### config.mk
export PLATFORM = sky130hd
export DESIGN_NAME = pci_bar_window_allocator_top
export DESIGN_NICKNAME = d
export VERILOG_FILES = /design/src/pbwa_pkg.sv /design/src/pbwa_ctrl.sv /design/src/pbwa_dp.sv /design/src/pci_bar_window_allocator_top.sv
export SDC_FILE = /design/constraint.sdc
export NUM_CORES = 2
export LEC_CHECK = 0
export BUFFER_PORTS_ARGS = -buffer_cell sky130_fd_sc_hd__buf_2
export CORE_ASPECT_RATIO = 0.9
export CORE_MARGIN = 1.5
export CORE_UTILIZATION = 53
export CTS_CLUSTER_SIZE = 16
export DETAILED_ROUTE_END_ITERATION = 16
export PLACE_DENSITY = 0.82
export SYNTH_ARGS = -nofsm -noshare
export SYNTH_HDL_FRONTEND = slang
export SYNTH_SLANG_ARGS = --single-unit
export TNS_END_PERCENT = 10
### constraint.sdc
create_clock -name clk -period 14.7 [get_ports clk]
set_input_delay 2.94 -clock clk [delete_from_list [all_inputs] [get_ports clk]]
set_output_delay 2.94 -clock clk [all_outputs]
set_load 0.01 [all_outputs]
### src/pbwa_pkg.sv
// Shared types and constants for the PCI BAR window allocator.
package pbwa_pkg;

  localparam int WINDOWS  = 2;
  localparam int WIN_W    = (WINDOWS > 1) ? $clog2(WINDOWS) : 1;
  localparam int WC_W     = 2;
  localparam int CFG_IX_W = 3;
  localparam int CFG_D_W  = 64;
  localparam int ADDR_W   = 64;
  localparam int WORD_W   = 32;
  localparam int SLOT_W   = 3;
  localparam int STATUS_W = 3;

  localparam logic [ADDR_W-1:0] IO_REACH       = 64'h0000_0000_0000_ffff;
  localparam logic [ADDR_W-1:0] MEM20_REACH    = 64'h0000_0000_000f_ffff;
  localparam logic [ADDR_W-1:0] MEM32_REACH    = 64'h0000_0000_ffff_ffff;
  localparam logic [ADDR_W-1:0] MEM64_REACH    = 64'hffff_ffff_ffff_ffff;
  localparam logic [ADDR_W-1:0] IO_ALIGN_MASK  = ~64'd3;
  localparam logic [ADDR_W-1:0] MEM_ALIGN_MASK = ~64'd15;

  typedef enum logic [CFG_IX_W-1:0] {
    CFG_WINDOW_COUNT = 3'd0,
    CFG_WIN0_IS_IO   = 3'd1,
    CFG_WIN0_BASE    = 3'd2,
    CFG_WIN0_SIZE    = 3'd3,
    CFG_WIN1_IS_IO   = 3'd4,
    CFG_WIN1_BASE    = 3'd5,
    CFG_WIN1_SIZE    = 3'd6
  } cfg_idx_t;

  typedef enum logic [STATUS_W-1:0] {
    ST_KEPT     = 3'd0,
    ST_ASSIGNED = 3'd1,
    ST_INVALID  = 3'd2,
    ST_NO_FIT   = 3'd3,
    ST_REFUSED  = 3'd4
  } status_t;

  typedef struct packed {
    logic load;
    logic size_en;
    logic win_a_en;
    logic win_b_en;
    logic widx_inc;
    logic commit;
  } cmd_t;

  typedef struct packed {
    logic bad;
    logic empty;
    logic fit;
    logic last;
    logic out_free;
  } stat_t;

endpackage

### src/pbwa_ctrl.sv
// Controller state machine sequencing decode, window scan and commit.
module pbwa_ctrl (
  input  logic              clk,
  input  logic              rst_n,
  input  logic              in_valid,
  output logic              in_ready,
  input  pbwa_pkg::stat_t   stat,
  output pbwa_pkg::cmd_t    cmd
);

  typedef enum logic [4:0] {
    S_IDLE   = 5'b00001,
    S_SIZE   = 5'b00010,
    S_WIN_A  = 5'b00100,
    S_WIN_B  = 5'b01000,
    S_COMMIT = 5'b10000
  } state_t;

  state_t state_r, state_nxt;

  always_ff @(posedge clk) begin
    if (!rst_n) begin
      state_r <= S_IDLE;
    end else begin
      state_r <= state_nxt;
    end
  end

  always_comb begin
    state_nxt = state_r;
    cmd       = '0;
    in_ready  = 1'b0;
    case (state_r)
      S_IDLE: begin
        in_ready = 1'b1;
        if (in_valid) begin
          cmd.load  = 1'b1;
          state_nxt = S_SIZE;
        end
      end
      S_SIZE: begin
        cmd.size_en = 1'b1;
        if (stat.bad || stat.empty) begin
          state_nxt = S_COMMIT;
        end else begin
          state_nxt = S_WIN_A;
        end
      end
      S_WIN_A: begin
        cmd.win_a_en = 1'b1;
        state_nxt    = S_WIN_B;
      end
      S_WIN_B: begin
        cmd.win_b_en = 1'b1;
        if (stat.fit || stat.last) begin
          state_nxt = S_COMMIT;
        end else begin
          cmd.widx_inc = 1'b1;
          state_nxt    = S_WIN_A;
        end
      end
      S_COMMIT: begin
        if (stat.out_free) begin
          cmd.commit = 1'b1;
          state_nxt  = S_IDLE;
        end
      end
      default: begin
        state_nxt = S_IDLE;
      end
    endcase
  end

endmodule

### src/pbwa_dp.sv
// Datapath: window registers, cursors, BAR decode, fit checks and result register.
module pbwa_dp (
  input  logic                               clk,
  input  logic                               rst_n,
  input  logic                               cfg_we,
  input  logic [pbwa_pkg::CFG_IX_W-1:0]      cfg_index,
  input  logic [pbwa_pkg::CFG_D_W-1:0]       cfg_data,
  input  logic [pbwa_pkg::SLOT_W-1:0]        in_bar_index,
  input  logic [pbwa_pkg::WORD_W-1:0]        in_bar_low,
  input  logic [pbwa_pkg::WORD_W-1:0]        in_bar_high,
  input  logic [pbwa_pkg::WORD_W-1:0]        in_mask_low,
  input  logic [pbwa_pkg::WORD_W-1:0]        in_mask_high,
  input  logic                               in_device_accepts,
  input  pbwa_pkg::cmd_t                     cmd,
  output pbwa_pkg::stat_t                    stat,
  output logic                               out_valid,
  input  logic                               out_ready,
  output logic [pbwa_pkg::STATUS_W-1:0]      out_status,
  output logic [pbwa_pkg::WORD_W-1:0]        out_assigned_low,
  output logic [pbwa_pkg::WORD_W-1:0]        out_assigned_high,
  output logic                               out_window_used
);

  localparam int AW = pbwa_pkg::ADDR_W;
  localparam int WW = pbwa_pkg::WORD_W;

  localparam logic [1:0] MEM_TYPE_20   = 2'd1;
  localparam logic [1:0] MEM_TYPE_64   = 2'd2;
  localparam logic [1:0] MEM_TYPE_RSVD = 2'd3;
  localparam logic [pbwa_pkg::SLOT_W-1:0] FIRST_BAD_SLOT = 3'd6;
  localparam logic [pbwa_pkg::SLOT_W-1:0] LAST_SLOT      = 3'd5;

  // configuration and cursors
  logic [pbwa_pkg::WC_W-1:0] wc_r;
  logic                      win_io_r   [pbwa_pkg::WINDOWS];
  logic [AW-1:0]             win_base_r [pbwa_pkg::WINDOWS];
  logic [AW-1:0]             win_size_r [pbwa_pkg::WINDOWS];
  logic [AW-1:0]             nf_r       [pbwa_pkg::WINDOWS];

  // transaction latch
  logic [pbwa_pkg::SLOT_W-1:0] idx_r;
  logic [WW-1:0]               low_r, high_r, mlow_r, mhigh_r;
  logic                        acc_r;

  // working registers
  logic [AW-1:0]             orig_r, bm1_r, bytes_r, addr_r, end_r;
  logic [AW:0]               room_r;
  logic                      bad_r, wrap_r, hit_r;
  logic [pbwa_pkg::WIN_W-1:0] widx_r;

  logic                io, wide, keep, bad_type, pow_bad;
  logic [1:0]          typ;
  logic [AW-1:0]       reach, amask, full_bar, full_mask, orig_c, bm1_c, bytes_c;
  logic [pbwa_pkg::WC_W-1:0] cnt;
  logic                io_cur;
  logic [AW-1:0]       nf_cur, base_cur, size_cur, cursor, cand;
  logic [AW:0]         sum, off, last_byte;
  logic                fit;
  pbwa_pkg::status_t   status_c;
  logic [WW-1:0]       low_c, high_c;
  logic                wu_c;
  logic [AW-1:0]       asg_word;

  assign io   = low_r[0];
  assign typ  = low_r[2:1];
  assign wide = !io && (typ == MEM_TYPE_64);

  always_comb begin
    if (io) begin
      reach = pbwa_pkg::IO_REACH;
    end else if (typ == MEM_TYPE_20) begin
      reach = pbwa_pkg::MEM20_REACH;
    end else if (wide) begin
      reach = pbwa_pkg::MEM64_REACH;
    end else begin
      reach = pbwa_pkg::MEM32_REACH;
    end
  end

  assign amask     = reach & (io ? pbwa_pkg::IO_ALIGN_MASK : pbwa_pkg::MEM_ALIGN_MASK);
  assign full_bar  = {(wide ? high_r : {WW{1'b0}}), low_r};
  assign full_mask = {(wide ? mhigh_r : {WW{1'b0}}), mlow_r};
  assign orig_c    = full_bar & amask;
  assign bm1_c     = ~(full_mask & amask) & reach;
  assign bytes_c   = bm1_c + AW'(1);
  assign pow_bad   = (bytes_c == '0) || (|(bytes_c & bm1_c));
  assign bad_type  = (idx_r >= FIRST_BAD_SLOT) || (io && typ != 2'd0) ||
                     (!io && typ == MEM_TYPE_RSVD) || (wide && idx_r == LAST_SLOT);

  assign cnt  = (wc_r > pbwa_pkg::WC_W'(pbwa_pkg::WINDOWS)) ?
                pbwa_pkg::WC_W'(pbwa_pkg::WINDOWS) : wc_r;
  assign keep = |orig_r;

  assign io_cur   = win_io_r[widx_r];
  assign nf_cur   = nf_r[widx_r];
  assign base_cur = win_base_r[widx_r];
  assign size_cur = win_size_r[widx_r];

  // window stage A: candidate address
  assign cursor = (nf_cur != '0) ? nf_cur : bytes_r;
  assign sum    = {1'b0, cursor} + {1'b0, bm1_r};
  assign cand   = sum[AW-1:0] & ~bm1_r;

  // window stage B: fit check
  assign off       = {1'b0, addr_r} - {1'b0, base_cur};
  assign last_byte = {1'b0, addr_r} + {1'b0, bm1_r};
  assign fit = !off[AW] && !room_r[AW] && (off[AW-1:0] <= room_r[AW-1:0]) &&
               (io_cur == io) && !wrap_r &&
               (keep || (last_byte <= {1'b0, reach}));

  always_comb begin
    stat.bad      = bad_type || pow_bad;
    stat.empty    = (cnt == '0);
    stat.fit      = fit;
    stat.last     = (pbwa_pkg::WC_W'(widx_r) + pbwa_pkg::WC_W'(1)) == cnt;
    stat.out_free = !out_valid || out_ready;
  end

  always_ff @(posedge clk) begin
    if (!rst_n) begin
      wc_r <= '0;
      for (int w = 0; w < pbwa_pkg::WINDOWS; w++) begin
        win_io_r[w]   <= 1'b0;
        win_base_r[w] <= '0;
        win_size_r[w] <= '0;
        nf_r[w]       <= '0;
      end
    end else begin
      if (cfg_we) begin
        case (pbwa_pkg::cfg_idx_t'(cfg_index))
          pbwa_pkg::CFG_WINDOW_COUNT: wc_r <= cfg_data[pbwa_pkg::WC_W-1:0];
          pbwa_pkg::CFG_WIN0_IS_IO:   win_io_r[0] <= cfg_data[0];
          pbwa_pkg::CFG_WIN0_BASE: begin
            win_base_r[0] <= cfg_data;
            nf_r[0]       <= cfg_data;
          end
          pbwa_pkg::CFG_WIN0_SIZE:    win_size_r[0] <= cfg_data;
          pbwa_pkg::CFG_WIN1_IS_IO:   win_io_r[1] <= cfg_data[0];
          pbwa_pkg::CFG_WIN1_BASE: begin
            win_base_r[1] <= cfg_data;
            nf_r[1]       <= cfg_data;
          end
          pbwa_pkg::CFG_WIN1_SIZE:    win_size_r[1] <= cfg_data;
          default: begin
          end
        endcase
      end
      if (cmd.commit) begin
        if (status_c == pbwa_pkg::ST_ASSIGNED ||
            (status_c == pbwa_pkg::ST_KEPT && nf_cur < end_r)) begin
          nf_r[widx_r] <= end_r;
        end
      end
    end
  end

  always_ff @(posedge clk) begin
    if (cmd.load) begin
      idx_r   <= in_bar_index;
      low_r   <= in_bar_low;
      high_r  <= in_bar_high;
      mlow_r  <= in_mask_low;
      mhigh_r <= in_mask_high;
      acc_r   <= in_device_accepts;
    end
    if (cmd.size_en) begin
      orig_r  <= orig_c;
      bm1_r   <= bm1_c;
      bytes_r <= bytes_c;
      bad_r   <= bad_type || pow_bad;
    end
    if (cmd.win_a_en) begin
      addr_r <= keep ? orig_r : cand;
      wrap_r <= !keep && sum[AW];
      room_r <= {1'b0, size_cur} - {1'b0, bytes_r};
    end
    if (cmd.win_b_en) begin
      end_r <= addr_r + bytes_r;
    end
  end

  always_ff @(posedge clk) begin
    if (!rst_n) begin
      widx_r <= '0;
      hit_r  <= 1'b0;
    end else begin
      if (cmd.size_en) begin
        widx_r <= '0;
        hit_r  <= 1'b0;
      end else if (cmd.widx_inc) begin
        widx_r <= widx_r + pbwa_pkg::WIN_W'(1);
      end
      if (cmd.win_b_en) begin
        hit_r <= fit;
      end
    end
  end

  assign asg_word = (addr_r & amask) | ({{(AW-WW){1'b0}}, low_r} & ~amask);

  always_comb begin
    if (bad_r) begin
      status_c = pbwa_pkg::ST_INVALID;
    end else if (!hit_r) begin
      status_c = pbwa_pkg::ST_NO_FIT;
    end else if (keep) begin
      status_c = pbwa_pkg::ST_KEPT;
    end else if (!acc_r) begin
      status_c = pbwa_pkg::ST_REFUSED;
    end else begin
      status_c = pbwa_pkg::ST_ASSIGNED;
    end
    low_c  = '0;
    high_c = '0;
    wu_c   = 1'b0;
    if (status_c == pbwa_pkg::ST_KEPT) begin
      low_c  = low_r;
      high_c = wide ? high_r : '0;
      wu_c   = widx_r[0];
    end else if (status_c == pbwa_pkg::ST_ASSIGNED) begin
      low_c  = asg_word[WW-1:0];
      high_c = wide ? addr_r[AW-1:WW] : '0;
      wu_c   = widx_r[0];
    end
  end

  always_ff @(posedge clk) begin
    if (!rst_n) begin
      out_valid <= 1'b0;
    end else if (cmd.commit) begin
      out_valid <= 1'b1;
    end else if (out_ready) begin
      out_valid <= 1'b0;
    end
  end

  always_ff @(posedge clk) begin
    if (cmd.commit) begin
      out_status        <= status_c;
      out_assigned_low  <= low_c;
      out_assigned_high <= high_c;
      out_window_used   <= wu_c;
    end
  end

endmodule

### src/pci_bar_window_allocator_top.sv
// Top level of the PCI BAR window allocator: controller, datapath and checks.
//
//  channel | handshake            | payload
//  --------+----------------------+-------------------------------------------
//  in      | in_valid / in_ready  | bar_index, bar_low, bar_high, mask_low,
//          |                      | mask_high, device_accepts
//  out     | out_valid/out_ready  | status, assigned_low, assigned_high,
//          |                      | window_used
//  cfg     | cfg_we               | cfg_index, cfg_data (64 bits)
//
// One transaction at a time; each of the windows scanned (0 to 2) passes
// through stage A, which forms the candidate address, and stage B, which
// does the 64-bit fit compare.
// The result register frees the input side; commit waits only while it is full and not being taken.
// Reset (rst_n low, synchronous) clears all windows, cursors and the controller.
module pci_bar_window_allocator_top (
  input  logic                               clk,
  input  logic                               rst_n,
  input  logic                               cfg_we,
  input  logic [pbwa_pkg::CFG_IX_W-1:0]      cfg_index,
  input  logic [pbwa_pkg::CFG_D_W-1:0]       cfg_data,
  input  logic                               in_valid,
  output logic                               in_ready,
  input  logic [pbwa_pkg::SLOT_W-1:0]        in_bar_index,
  input  logic [pbwa_pkg::WORD_W-1:0]        in_bar_low,
  input  logic [pbwa_pkg::WORD_W-1:0]        in_bar_high,
  input  logic [pbwa_pkg::WORD_W-1:0]        in_mask_low,
  input  logic [pbwa_pkg::WORD_W-1:0]        in_mask_high,
  input  logic                               in_device_accepts,
  output logic                               out_valid,
  input  logic                               out_ready,
  output logic [pbwa_pkg::STATUS_W-1:0]      out_status,
  output logic [pbwa_pkg::WORD_W-1:0]        out_assigned_low,
  output logic [pbwa_pkg::WORD_W-1:0]        out_assigned_high,
  output logic                               out_window_used
);

  pbwa_pkg::cmd_t  cmd;
  pbwa_pkg::stat_t stat;

  pbwa_ctrl u_ctrl (
    .clk      (clk),
    .rst_n    (rst_n),
    .in_valid (in_valid),
    .in_ready (in_ready),
    .stat     (stat),
    .cmd      (cmd)
  );

  pbwa_dp u_dp (
    .clk               (clk),
    .rst_n             (rst_n),
    .cfg_we            (cfg_we),
    .cfg_index         (cfg_index),
    .cfg_data          (cfg_data),
    .in_bar_index      (in_bar_index),
    .in_bar_low        (in_bar_low),
    .in_bar_high       (in_bar_high),
    .in_mask_low       (in_mask_low),
    .in_mask_high      (in_mask_high),
    .in_device_accepts (in_device_accepts),
    .cmd               (cmd),
    .stat              (stat),
    .out_valid         (out_valid),
    .out_ready         (out_ready),
    .out_status        (out_status),
    .out_assigned_low  (out_assigned_low),
    .out_assigned_high (out_assigned_high),
    .out_window_used   (out_window_used)
  );

  a_commit_slot_free: assert property (@(posedge clk) disable iff (!rst_n)
    cmd.commit |-> (!out_valid || out_ready))
    else $error("result committed over an untaken result");

  a_one_in_flight: assert property (@(posedge clk) disable iff (!rst_n)
    (in_valid && in_ready) |=> !in_ready)
    else $error("second transaction accepted while one is in flight");

  a_commit_sets_valid: assert property (@(posedge clk) disable iff (!rst_n)
    cmd.commit |=> out_valid)
    else $error("committed result not presented");

  a_failed_clean: assert property (@(posedge clk) disable iff (!rst_n)
    (out_valid && out_status != pbwa_pkg::ST_KEPT &&
     out_status != pbwa_pkg::ST_ASSIGNED) |->
    (out_assigned_low == '0 && out_assigned_high == '0 && !out_window_used))
    else $error("failed result carries address data");

endmodule
==> Yosys cells after proc, flatten, opt, wreduce, memory -nomap -nowiden <==
Memory sizes are Yosys's and may differ from the RTL's. A register that Yosys moved wholly into a read port is not among the register bits.
Cells that the tools add are included.
{ "word_totals": {"ff_bits": 597, "ramBits": 386, "inputBits": 204, "output_inout_bits": 70, "mem_count": 4} }
{ "mem_list": {"columns": ["name", "depth", "word_bits", "rd", "rd_ports_with_merged_regs", "write_ports", "line", "rtl"], "rows": [
  ["u_dp.nf_r", 2, 64, 1, 1, 3, "pbwa_dp.sv:38", "logic [AW-1:0] nf_r [pbwa_pkg::WINDOWS];"],
  ["u_dp.win_base_r", 2, 64, 1, 1, 2, "pbwa_dp.sv:36", "logic [AW-1:0] win_base_r [pbwa_pkg::WINDOWS];"],
  ["u_dp.win_size_r", 2, 64, 1, 1, 2, "pbwa_dp.sv:37", "logic [AW-1:0] win_size_r [pbwa_pkg::WINDOWS];"],
  ["u_dp.win_io_r", 2, 1, 1, 1, 2, "pbwa_dp.sv:35", "logic win_io_r [pbwa_pkg::WINDOWS];"]
]} }
{ "op_classes": {"addsub": 8, "n_lt_le_gt_ge": 5, "n_eq_ne": 20, "n_mux": 83, "n_bitwise": 21, "n_reduce_logical": 40} }
{ "op_table": {"columns": ["operator", "count"], "rows": [
  ["$mux 64", 11],
  ["$and 64x64->64", 6],
  ["$mux 32", 7],
  ["$add 64x64->65", 2],
  ["$sub 64x64->65", 2],
  ["$not 64->64", 2],
  ["$reduce_or 64->1", 2],
  ["$le 65x64->1", 1],
  ["$add 64x1->64 const B", 1],
  ["$add 64x64->64", 1],
  ["$and 32x32->32", 2],
  ["$le 64x64->1", 1],
  ["$logic_not 64->1", 1],
  ["$lt 64x64->1", 1],
  ["$reduce_bool 64->1", 1],
  ["$mux 1", 53],
  ["$not 32->32", 1],
  ["$or 32x32->32", 1],
  ["$pmux 5 s5", 1],
  ["$mux 5", 4],
  ["$eq 3x3->1 const B", 4],
  ["$mux 3", 4],
  ["$logic_and 1x1->1", 11],
  ["$logic_or 1x1->1", 10],
  ["other kinds (26)", 47]
]} }

==> Depth between registers and ports, before layout <==
{ "depth": {"word_depth": 17, "mapped_depth": 30} }

==> Cells and area by module <==
A second synthesis with hierarchy kept.
{ "hier_totals": {"hier_cells": 5450, "area_unflattened_um2": 60972.2} }
{ "modules_own_cells": {"columns": ["module", "n_inst", "cells_each", "area_each_um2", "seq_area_each_um2"], "rows": [
  ["pbwa_dp", 1, 5411, 60633.2, 28977.8],
  ["pbwa_ctrl", 1, 39, 339.1, 100.1]
]} }

==> Least setup slack after synthesis <==
No wires, ideal clock.
{ "synth_path": {"kind": "input -> register", "from": "in cfg_index[0] (netlist bit)", "to": "mem u_dp.nf_r[1][0] (netlist bit) (enable)", "setup_time_ps": 426, "arrival_time_ps": 9517, "required_time_ps": 14274, "path_slack_ps": 4757, "path_stages": 4, "path_buffers": 1, "cell_sequence": "clkbuf_1 nand2b_1 o21ai_0 or2_1"} }
{ "synth_lines": {"columns": ["element", "line", "rtl"], "rows": [
  ["start, declared", "pci_bar_window_allocator_top.sv:20", "input logic [pbwa_pkg::CFG_IX_W-1:0] cfg_index,"],
  ["end, declared", "pbwa_dp.sv:38", null]
]} }

==> results.json <==
{
  "clk_pin_slew_ps": 60,
  "synth_fa_ha_area_frac": 0.1154,
  "setup_viol": 0,
  "synth_compound_area_frac": 0.1507,
  "rows": 116,
  "worst_path_max_delay_cell": "a211oi_2",
  "die_w_um": 357.0,
  "dpl.hpwl_um": 144300,
  "area.growth.synth_to_final_pct": 10.71,
  "rsz0062_at_grt": "no",
  "cts.sinks": 972,
  "drt_pass1_iterations": 14,
  "mappedNetlistArea_mm2": 0.05976,
  "synth_edf_count": 961,
  "h-tree-depth": 3,
  "hp-class": "register to register",
  "avgViaCountPerCell": 6.295,
  "io_pins": 274,
  "fin_crit_sh": 0.6472,
  "synth_top_area_share": 0.4829,
  "start_util": 0.5362,
  "synth_common_cells": "edfxtp_1 (961), ha_1 (547), inv_1 (436)",
  "first_iter_violations": 5533,
  "grt_max_degree": 113,
  "synthDistinctLibCells": 98,
  "yosysSeqAreaShare": 0.4865,
  "post_cts_buffers": 0,
  "status": "finished, violations left",
  "power_density_mw_per_mm2": 101.3,
  "synthXorXnorAreaFrac": 0.03942,
  "place_congestion": 0.9612,
  "synth-async-reset-ratio": 0,
  "final_cell_area_mm2": 0.06617,
  "die_area_mm2": 0.1148,
  "vdd_drop_max_mv": 0.1081,
  "yosys_warnings": 0,
  "synthSimpleGateAreaFrac": 0.1226,
  "yosysMostFrequentCell": "edfxtp_1",
  "cts_inserted_buffers": 102,
  "antenna_found_initial": 6,
  "fin_crit_ps": 9513,
  "leakage_nw": 27.33,
  "worst_pin_slew_ps": 1321,
  "critPathArrivalTime_ps": 10150,
  "fillers": 8845,
  "grt_pass1_wl_um": 267900,
  "cts_buffer_depth": 3,
  "grt_remaining_overflow": 0,
  "start_kind": "register",
  "slew_headroom": 0.09627,
  "fin_tns_setup_ps": 0,
  "layout-drive-gt1-share": 0.1166,
  "core_area_mm2": 0.1115,
  "critPathMaxStageDelay_ps": 840,
  "port_buffers": 271,
  "drc": 12,
  "clk-insertion-delay-late_ps": 730,
  "die_h_um": 321.6,
  "fmax_ghz": 0.1051,
  "required_ps": 15330,
  "r2r_cells": 28,
  "cts_tree": "yes",
  "synth_top_cell_by_area": "edfxtp_1",
  "muxShareOfSynthArea": 0.04698,
  "synth-seq-cells": 972,
  "violations": "DRC",
  "synth_fp_nets": 6223,
  "cts_hold_repair.buffers": 0,
  "routed-via-count": 45827,
  "synth_top_family_by_area": "compound AO/OA/AOI/OAI gates",
  "grt_pass1_vias": 43100,
  "syn_inst": 5470,
  "end_kind": "register",
  "ant_nets": 0,
  "cts_resized": 0,
  "cts_root_buf": "clkbuf_16",
  "nets": 6463,
  "finalHoldViolCount": 0,
  "ff2ff_setup_slack_ps": 5190,
  "drt_wl_total_um": 184400,
  "crit_fanout": 112,
  "synth_ff_type": "edfxtp_1",
  "yosys-top-cells-area": "edfxtp_1 (48%), ha_1 (11%), a21o_1 (3.2%)",
  "avgSynthCellArea_um2": 10.93,
  "grt_use_total": 0.3143,
  "drv_cap": 0,
  "dpl_cell_area_mm2": 0.06274,
  "path_class": "register to register",
  "slew_violations": 0,
  "skew_ps": 49.21,
  "wl_per_cell_um": 25.33
}
how the worst min path moves through the flow:
stage | from | to | slack (ps) | cells past startpoint
2_1_floorplan | u_dp.low_r[10] | u_dp.orig_r[10] | 430 | 0
3_3_place_gp | u_dp.low_r[7] | u_dp.orig_r[7] | 430 | 0
3_5_place_dp | u_dp.low_r[5] | u_dp.orig_r[5] | 430 | 0
4_1_cts | u_dp.low_r[7] | u_dp.orig_r[7] | 460 | 0
5_1_grt | u_dp.low_r[5] | u_dp.orig_r[5] | 470 | 0
6_report | u_dp.low_r[7] | u_dp.orig_r[7] | 460 | 0
routing by layer:
metal,share of wire,wire [um],track usage
met1,0.42,77850,0.4575
met2,0.41,76530,0.4510
met3,0.12,21270,0.06793
met4,0.047,8740,0.1339
met5,0.00020,37,0
report_power, final:
group	leakage, nW	switching, mW	internal [mW]	total, mW
clock	1.65	1.18	1.46	2.64
sequential	9.05	0.0660	3.19	3.25
combinational	16.6	0.505	0.312	0.817
total	27.3	1.75	4.96	6.70
per-stage QoR:
stage          power (mW)  worst slack, ps  instances    util  hold WS (ps)
2_1_floorplan       3.831             4757       5470       -         426.8
3_3_place_gp        4.071             5400       7081  0.5628         431.7
3_5_place_dp        4.096             5321       7081  0.5628         434.0
4_1_cts             6.693             5294       7275  0.5935         456.3
5_1_grt             6.894             4890       7278  0.5935         469.1
6_report            6.704             5187       7280  0.5936         459.1
cells in the final DEF (no fill, tap or decap), types with 52 or more instances in the layout:
cell type  count
nor3_1        62
inv_1        435
ha_1         547
clkbuf_16    102
nand3_1       69
xor2_1       106
mux2_2       128
edfxtp_1     961
nor2_1       293
a22o_1        63
buf_2        271
xnor2_1      163
and2_1       128
nand2_1      387
o21ai_1      151
o21ai_0      174
mux2_1        60
nand4_1      123
o21a_1        52
a21o_1       256
a21oi_1      321
nor4_1        65
mux2i_1       69
o21bai_1      55
critical path: cells and delay by family (launching register included):
family          cells  cell delay [ps]
mux                 1              410
compound gates     18             5380
buf+inv             3             1520
xor+xnor            1              180
flops               1              690
fa+ha+maj           2              670
simple gates        3              510
cell families (layout without fill, tap and decap cells):
group | after synthesis | after routing
AOI/OAI and AO/OA | 1382 | 1382
xor gates and xnor gates | 269 | 269
adders and majority gates | 550 | 550
buffers and inverters | 611 | 941
DFF | 972 | 972
muxes | 257 | 257
other | 0 | 5
and+or+nand+nor | 1429 | 1429
registers in the layout (all words and copies together) (netlist names), 62 cells and up, named ones only:
signal,flops
u_dp.win_size_r,128
u_dp.win_base_r,128
u_dp.bytes_r,62
u_dp.orig_r,62
u_dp.addr_r,62
u_dp.end_r,62
u_dp.nf_r,128
u_dp.bm1_r,62
u_dp.room_r,65
final cells by class:
class	count	area [um^2]	share of cell area
Tap cell	1475	1846	0.02789
Sequential cell	972	29080	0.4395
Timing Repair Buffer	308	1647	0.02489
Inverter	439	1653	0.02498
Clock inverter	79	815.8	0.01233
Multi-Input combinational cell	3887	28510	0.4309
Antenna cell	5	12.51	0.0001891
Clock buffer	115	2601	0.03931
No activity file was read; power rests on OpenSTA's default activity.
